## src/rtl/core/assert_macros.svh

```systemverilog
// assertion macros used by the core top module
`ifndef ASSERT_MACROS_SVH
`define ASSERT_MACROS_SVH
`ifndef SYNTHESIS
`define ASSERT_CLK(label, clk, rst_n, prop) \
  label: assert property (@(posedge clk) disable iff (!rst_n) prop) \
    else $error("assertion failed");
`define ASSERT_NORST(label, clk, prop) \
  label: assert property (@(posedge clk) prop) else $error("assertion failed");
`else
`define ASSERT_CLK(label, clk, rst_n, prop)
`define ASSERT_NORST(label, clk, prop)
`endif
`endif

```

## src/rtl/core/cfd_pkg.sv

```systemverilog
// shared types and constants for the float widening core
package cfd_pkg;
  localparam logic [63:0] EXP_ONES  = 64'h7FF0_0000_0000_0000;
  localparam logic [63:0] QNAN_BITS = 64'h7FF8_0000_0000_0000;
  localparam logic [63:0] FRAC_MASK = 64'h000F_FFFF_FFFF_FFFF;
  localparam logic [12:0] DBL_BIAS  = 13'd1023;
  localparam logic [12:0] DBL_EMAX  = 13'h7FF;
  localparam logic CFG_EXP = 1'b0;
  localparam logic CFG_FRAC = 1'b1;

  localparam logic [1:0] CLS_NORM = 2'd0;
  localparam logic [1:0] CLS_SUB  = 2'd1;
  localparam logic [1:0] CLS_INF  = 2'd2;
  localparam logic [1:0] CLS_NAN  = 2'd3;

  // fields after unpacking
  typedef struct packed {
    logic        sign;
    logic [1:0]  cls;
    logic        zero;
    logic [51:0] frac_al;   // fraction left aligned to 52 bits
    logic [12:0] ev;        // signed unbiased exponent
    logic [5:0]  t;
  } unpk_t;

  // after leading-zero count
  typedef struct packed {
    logic        sign;
    logic [1:0]  cls;
    logic        zero;
    logic [51:0] frac_al;
    logic [12:0] ev;
    logic [5:0]  t;
    logic [5:0]  lz;        // leading zeros of aligned fraction
  } norm_t;
endpackage

```

## src/rtl/core/cfd_unpack.sv

```systemverilog
// stage one: clamp widths and split the raw word into fields
module cfd_unpack (
  input  logic [3:0]   exp_w,
  input  logic [5:0]   frac_w,
  input  logic [63:0]  raw,
  output cfd_pkg::unpk_t u
);
  logic [3:0]  w;
  logic [5:0]  t;
  logic [63:0] m, e, s_sh;
  logic [10:0] emax;
  logic [12:0] bias;
  always_comb begin
    w = (exp_w < 4'd2) ? 4'd2 : ((exp_w > 4'd11) ? 4'd11 : exp_w);
    t = (frac_w < 6'd1) ? 6'd1 : ((frac_w > 6'd52) ? 6'd52 : frac_w);
    m = raw & ((64'd1 << t) - 64'd1);
    e = (raw >> t) & ((64'd1 << w) - 64'd1);
    s_sh = raw >> (7'(t) + 7'(w));
    emax = 11'((12'd1 << w) - 12'd1);
    bias = 13'((13'd1 << (w - 4'd1)) - 13'd1);
    u.sign = s_sh[0];
    u.t = t;
    u.frac_al = 52'(m << (6'd52 - t));
    u.zero = (m == 64'd0);
    if (e[10:0] == emax) u.cls = u.zero ? cfd_pkg::CLS_INF : cfd_pkg::CLS_NAN;
    else if (e == 64'd0) u.cls = cfd_pkg::CLS_SUB;
    else u.cls = cfd_pkg::CLS_NORM;
    u.ev = (e == 64'd0) ? (13'd1 - bias) : (13'(e[10:0]) - bias);
  end
endmodule

```

## src/rtl/core/cfd_lzc.sv

```systemverilog
// stage two: leading-zero count of the aligned fraction
module cfd_lzc (
  input  cfd_pkg::unpk_t u,
  output cfd_pkg::norm_t n
);
  logic [5:0] lz;
  logic       found;
  always_comb begin
    lz = 6'd52;
    found = 1'b0;
    for (int i = 51; i >= 0; i--) begin
      if (!found && u.frac_al[i]) begin
        lz = 6'(51 - i);
        found = 1'b1;
      end
    end
    n.sign = u.sign;
    n.cls = u.cls;
    n.zero = u.zero;
    n.frac_al = u.frac_al;
    n.ev = u.ev;
    n.t = u.t;
    n.lz = lz;
  end
endmodule

```

## src/rtl/core/cfd_pack.sv

```systemverilog
// stage three: build value and ulp patterns
module cfd_pack (
  input  cfd_pkg::norm_t n,
  output logic [63:0]    value_bits,
  output logic [63:0]    ulp_bits
);
  logic signed [13:0] be, ue, k;
  logic [5:0]  sub_sh;
  logic [63:0] sgn;
  always_comb begin
    sgn = {n.sign, 63'd0};
    // exponent of leading one: ev - 1 - lz, biased
    be = $signed({n.ev[12], n.ev}) - 14'sd1 - $signed({8'd0, n.lz}) + 14'sd1023;
    ue = $signed({n.ev[12], n.ev}) - $signed({8'd0, n.t});
    k = ue + 14'sd1074;
    // only used when the result stays a binary64 subnormal, where it lies in 0..51
    sub_sh = 6'(n.ev + 13'd1022);
    case (n.cls)
      cfd_pkg::CLS_INF: begin
        value_bits = sgn | cfd_pkg::EXP_ONES;
        ulp_bits = cfd_pkg::EXP_ONES;
      end
      cfd_pkg::CLS_NAN: begin
        value_bits = sgn | cfd_pkg::QNAN_BITS | {12'd0, n.frac_al};
        ulp_bits = cfd_pkg::QNAN_BITS;
      end
      default: begin
        if (n.cls == cfd_pkg::CLS_NORM)
          value_bits = sgn | {1'b0, 11'(n.ev + cfd_pkg::DBL_BIAS), n.frac_al};
        else if (n.zero)
          value_bits = sgn;
        else if (be >= 14'sd1)
          value_bits = sgn | {1'b0, be[10:0], 52'(n.frac_al << (n.lz + 6'd1))};
        else
          // binary64 subnormal: aligned fraction moves up by ev+1022
          value_bits = sgn | {12'd0, 52'(n.frac_al << sub_sh)};
        if (ue + 14'sd1023 >= 14'sd2047) ulp_bits = cfd_pkg::EXP_ONES;
        else if (ue + 14'sd1023 >= 14'sd1) ulp_bits = {1'b0, 11'(ue + 14'sd1023), 52'd0};
        else if (k < 14'sd0) ulp_bits = 64'd0;
        else ulp_bits = 64'd1 << k[5:0];
      end
    endcase
  end
endmodule

```

## src/rtl/core/custom_float_to_double_with_ulp_core.sv

```systemverilog
// Widens one word of a configurable IEEE-style format to binary64 value and ulp patterns.
// Three register stages (unpack, leading-zero count, pack); one item per cycle when the
// output is not stalled. A stall holds every stage in place.
`include "assert_macros.svh"
module custom_float_to_double_with_ulp_core (
  input  logic        clk,
  input  logic        rst_n,
  input  logic        cfg_we,
  input  logic        cfg_index,
  input  logic [5:0]  cfg_data,
  input  logic        in_valid,
  output logic        in_stall,
  input  logic [63:0] in_raw_word,
  output logic        out_valid,
  input  logic        out_stall,
  output logic [63:0] out_value_bits,
  output logic [63:0] out_ulp_bits
);
  logic [3:0] exp_w_r;
  logic [5:0] frac_w_r;
  logic v1_r, v2_r, v3_r, adv;
  cfd_pkg::unpk_t u, u_r;
  cfd_pkg::norm_t n, n_r;
  logic [63:0] val, ulp;

  assign adv = !out_stall || !v3_r;
  assign in_stall = !adv;
  assign out_valid = v3_r;

  always_ff @(posedge clk) begin
    if (!rst_n) begin
      exp_w_r <= 4'd8;
      frac_w_r <= 6'd23;
    end else if (cfg_we) begin
      if (cfg_index == cfd_pkg::CFG_EXP) exp_w_r <= cfg_data[3:0];
      else frac_w_r <= cfg_data;
    end
  end

  cfd_unpack u_unpack (.exp_w(exp_w_r), .frac_w(frac_w_r), .raw(in_raw_word), .u(u));
  cfd_lzc    u_lzc    (.u(u_r), .n(n));
  cfd_pack   u_pack   (.n(n_r), .value_bits(val), .ulp_bits(ulp));

  always_ff @(posedge clk) begin
    if (!rst_n) begin
      v1_r <= 1'b0; v2_r <= 1'b0; v3_r <= 1'b0;
    end else if (adv) begin
      v1_r <= in_valid; v2_r <= v1_r; v3_r <= v2_r;
    end
  end

  always_ff @(posedge clk) begin
    if (adv) begin
      u_r <= u;
      n_r <= n;
      out_value_bits <= val;
      out_ulp_bits <= ulp;
    end
  end

  `ASSERT_CLK(a_stall_hold, clk, rst_n, out_valid && out_stall |=> out_valid && $stable(out_value_bits))
  `ASSERT_CLK(a_in_stall, clk, rst_n, in_stall |-> out_valid && out_stall)
  `ASSERT_CLK(a_flow, clk, rst_n, v2_r && !in_stall |=> out_valid)
endmodule
```

## config.mk

```make
export PLATFORM = sky130hd
export DESIGN_NAME = custom_float_to_double_with_ulp_core
export DESIGN_NICKNAME = d
export VERILOG_FILES = /design/src/rtl/core/cfd_pkg.sv /design/src/rtl/core/cfd_unpack.sv /design/src/rtl/core/cfd_lzc.sv /design/src/rtl/core/cfd_pack.sv /design/src/rtl/core/custom_float_to_double_with_ulp_core.sv
export VERILOG_INCLUDE_DIRS = /design/src /design/src/rtl/core
export SDC_FILE = /design/constraint.sdc
export NUM_CORES = 2
export LEC_CHECK = 0
export BUFFER_PORTS_ARGS = -buffer_cell sky130_fd_sc_hd__clkbuf_2
export CORE_UTILIZATION = 45
export DETAILED_ROUTE_END_ITERATION = 7
export SYNTH_ARGS = -nofsm -noshare
export SYNTH_HDL_FRONTEND = slang
export SYNTH_SLANG_ARGS = --single-unit
```

## constraint.sdc

```tcl
create_clock -name clk -period 30.2 [get_ports clk]
set_input_delay 6.04 -clock clk [delete_from_list [all_inputs] [get_ports clk]]
set_output_delay 6.04 -clock clk [all_outputs]
set_load 0.005 [all_outputs]
```

==> results.py <==
metrics = {
    "outcome": {
        "outcome": "finished clean",
    },
    "placement": {
        "place_inst": 4540,
        "port-buffer-count": 205,
        "dpl_worst_slack_ps": 17020,
        "dp_hpwl_mm": 92.7,
        "gp_routability_congestion": 1.01,
    },
    "power": {
        "power.leakage_uw": 0.0132,
        "p_int_uw": 1580,
        "sequentialPowerShare_pct": 21.9,
        "combPwrFrac_pct": 65.5,
        "switching_power_uw": 1680,
        "switching_share_pct": 51.5,
        "max-vdd-ir-drop_mv": 0.0646,
        "power_density_nw_per_um2": 97.2,
        "clock_network_fraction_of_total_power_pct": 12.6,
        "power.total_uw": 3260,
    },
    "clock_network": {
        "cts_tree": "yes",
        "cts_max_level": 2,
        "clock_latency_of_the_later_clocked_register_in_the_worst_skew_pair_ps": 570,
        "cts-buffers-inserted": 34,
        "ctsHoldBuffers": 0,
        "postCtsSetupRepairBufs": 0,
        "cts.path.max_buffers": 3,
        "cts-resized-gates": 0,
        "clockRootBuffer": "clkbuf_16",
        "tritoncts_num_sinks": 297,
        "clkTransAtPathRegs_ps": 60,
    },
    "critical_path": {
        "worstSetupPathType": "primary input to output port",
        "crit_path_start": "out_stall",
        "cp_max_fo": 57,
        "critical_path_arrival_ps": 7080,
        "timing.reg2reg.setup_slack_ps": 22250,
        "cp.depth": 4,
        "timing.critical_path.required_ps": 24160,
        "critical_path_buf_inv_count": 3,
        "r2r-end": "u_r[72]",
        "worstSetupStartpointType": "primary input",
        "worst_setup_path_end_kind": "output port",
        "crit-reg2reg-launch": "frac_w_r[4]",
        "cpLargestDelayFamily": "buffers and inverters",
        "rr_worst_depth": 18,
        "worst_path_most_repeated_cell": "clkbuf_2",
        "critPathSlowestCell": "nand2_4",
        "critical_path.cell_chain": "clkbuf_2 -> nand2_4 -> inv_1 -> clkbuf_2",
        "critPathCapture": "in_stall",
        "crit_path_max_incr_delay_ps": 510,
    },
    "logic_synthesis": {
        "number_of_flops_mapped_to_enable_cells_by_yosys": 284,
        "synthesis.yosys.warnings": 0,
        "async_reset_ff_share_pct": 0,
        "postSynthAreaPerCell_um2": 8.35,
        "post_synthesis_register_bit_count": 297,
        "ys.flop_type": "edfxtp_1",
        "synthDominantCellAreaShare_pct": 27.7,
        "syn-instance-count": 3692,
        "post_synth_instance_area_um2": 30800,
        "synthTopCellsByArea": "edfxtp_1, mux4_2, nand2_1",
        "synth_seq_area_share_pct": 28.5,
        "synth_cell_type_count": 101,
        "synth_largest_area_cell": "edfxtp_1",
    },
    "finish": {
        "final_layout_size_suffix_gt1_share_pct": 14.8,
        "layout.cells.most_common": "nand2_1",
        "final_net_count": 3853,
        "layout.cells.most_common_list": "nand2_1, nor2_1, edfxtp_1, o21ai_0, clkbuf_2",
        "core_util_final_pct": 49.7,
        "relative_area_change_from_synthesis_to_final_layout_pct": 8.95,
        "layoutNonFillerInstCount": 4600,
    },
    "route": {
        "detail_route.vias_per_cell": 6.86,
        "drt_drc_violations_left": 0,
        "route.antenna.remaining_nets": 0,
        "drt_first_iter_violations": 4256,
        "route.detailed.wl_per_inst_um": 27.4,
        "drt_pass1_iterations": 8,
        "num_vias": 31600,
        "final_wirelength_mm": 126,
    },
    "sta": {
        "max_freq_ghz": 0.0762,
        "slew_headroom_pct": 18.5,
        "setup_viol": 0,
        "rsz_0062_raised_after_global_routing": "false",
        "final.setup.tns_ps": 0,
        "final_hold_viol_count": 0,
        "finalMaxSlewViolations": 0,
        "finalCritPeriodShare_pct": 43.5,
        "layout_setup_ws_ps": 17080,
        "tightest_slew_ps": 1220,
        "finalWorstPathRequiredPeriod_ps": 13120,
        "final_worst_clock_skew_ps": 40.7,
    },
    "floorplanning": {
        "die_w_um": 264,
        "dieHeight_um": 264,
        "floorplan.initialDensity_pct": 45.6,
        "placeableCoreArea_um2": 67500,
        "fp.dieArea_um2": 69500,
        "rows": 95,
        "design.portCount": 206,
    },
    "run": {
        "max_cap_violations": 0,
    },
    "global_route": {
        "globalRoute.totalOverflow": 0,
        "pin_count_of_the_biggest_net_entering_global_routing": 156,
        "grt_antenna_before_repair": 2,
        "grt_pass1_wl_mm": 187,
        "groute.usage.overall_pct": 35.0,
        "first_global_vias": 28800,
    },
    "min_path": {
        "holdCritPathClass": "flop to flop",
    },
}
-- sequential cells by signal, indices dropped and copies added (netlist names) --
name	cells
exp_w_r	4
out_ulp_bits	64
u_r	75
out_value_bits	64
n_r	81
v1_r	1
v2_r	1
out_valid	1
frac_w_r	6
-- power by group through the flow --
| stage | clock (µW) | sequential [µW] | combinational [µW] |
|---|---|---|---|
| final | 413 | 713 | 2140 |
| after global routing | 437 | 723 | 2290 |
| after CTS | 421 | 709 | 2080 |
| after detailed placement | 0 | 717 | 2070 |
| after global placement | 0 | 716 | 2070 |
| after floorplan | 0 | 662 | 1470 |
-- cell usage after synthesis (all sizes together), types with 23 or more instances --
cell type / count
nand4: 30
nor3: 96
o21ai: 280
buf: 60
o21a: 26
a211oi: 60
o221ai: 40
o31ai: 27
a21oi: 195
ha: 70
a22oi: 34
and2: 48
xnor2: 66
and4: 47
clkbuf: 244
a21o: 24
mux2: 56
inv: 99
xor2: 23
mux2i: 181
nor4: 38
a31oi: 73
and3: 39
nor2b: 26
mux4: 99
nand3: 105
nor2: 340
a221o: 24
o211ai: 53
nand2: 506
o22ai: 45
edfxtp: 284
-- area by class of cell --
cell class,instances,area (µm²)
fillers,6533,33900
multi-input cells,2990,20600
flip-flops and latches,297,8790
repair buffers,277,1580
well taps,873,1090
clock buffers,41,898
inverters,103,392
clock inverters,18,204
diodes,1,2.50
-- metal layers --
metal	vias to the layer above	GRT usage, %	part of all wire [%]
li1	14200	-	-
met1	15100	47.0	41
met2	1971	55.0	44
met3	354	6.39	9.9
met4	4	15.7	5.0
met5	-	0	0.021
-- worst min-delay path by stage --
stage                        from       to  depth (start not counted)
after CTS                  u_r[5]  n_r[11]                          0
after global placement    u_r[11]  n_r[17]                          0
after floorplan            u_r[4]  n_r[10]                          0
final                      u_r[5]  n_r[11]                          0
after global routing      u_r[14]  n_r[20]                          0
after detailed placement   u_r[1]   n_r[7]                          0
-- through the flow --
stage / area (µm²) / hold slack [ps]
CTS: 33600 / 415
detailed placement: 32500 / 405
finish: 33600 / 410
global placement: 32500 / 402
global route: 33600 / 423
floorplan: 30800 / 400
-- worst register-to-register path, delay by kind of cell (launching register included) --
family,cells,cell delay [ps]
AND/OR/NAND/NOR,6,3110
AO/OA/AOI/OAI,6,2490
buffers and inverters,4,1280
adder cells (fa/ha/maj),1,380
flip-flops,1,300
multiplexers,1,90
-- kinds of logic (layout without fill, tap and decap cells) --
logic type / Yosys count / in the layout / synth area share (%)
AND/OR/NAND/NOR: 1368 / 1368 / 21.0
AO/OA/AOI/OAI: 1119 / 1119 / 24.5
buffers and inverters: 407 / 439 / 5.21
multiplexers: 336 / 336 / 15.2
flip-flops: 297 / 297 / 28.5
XOR/XNOR: 89 / 89 / 2.53
adder cells (fa/ha/maj): 74 / 74 / 3.10
other: 2 / 5 / 0.0244
No activity file was read; power rests on OpenSTA's default activity.
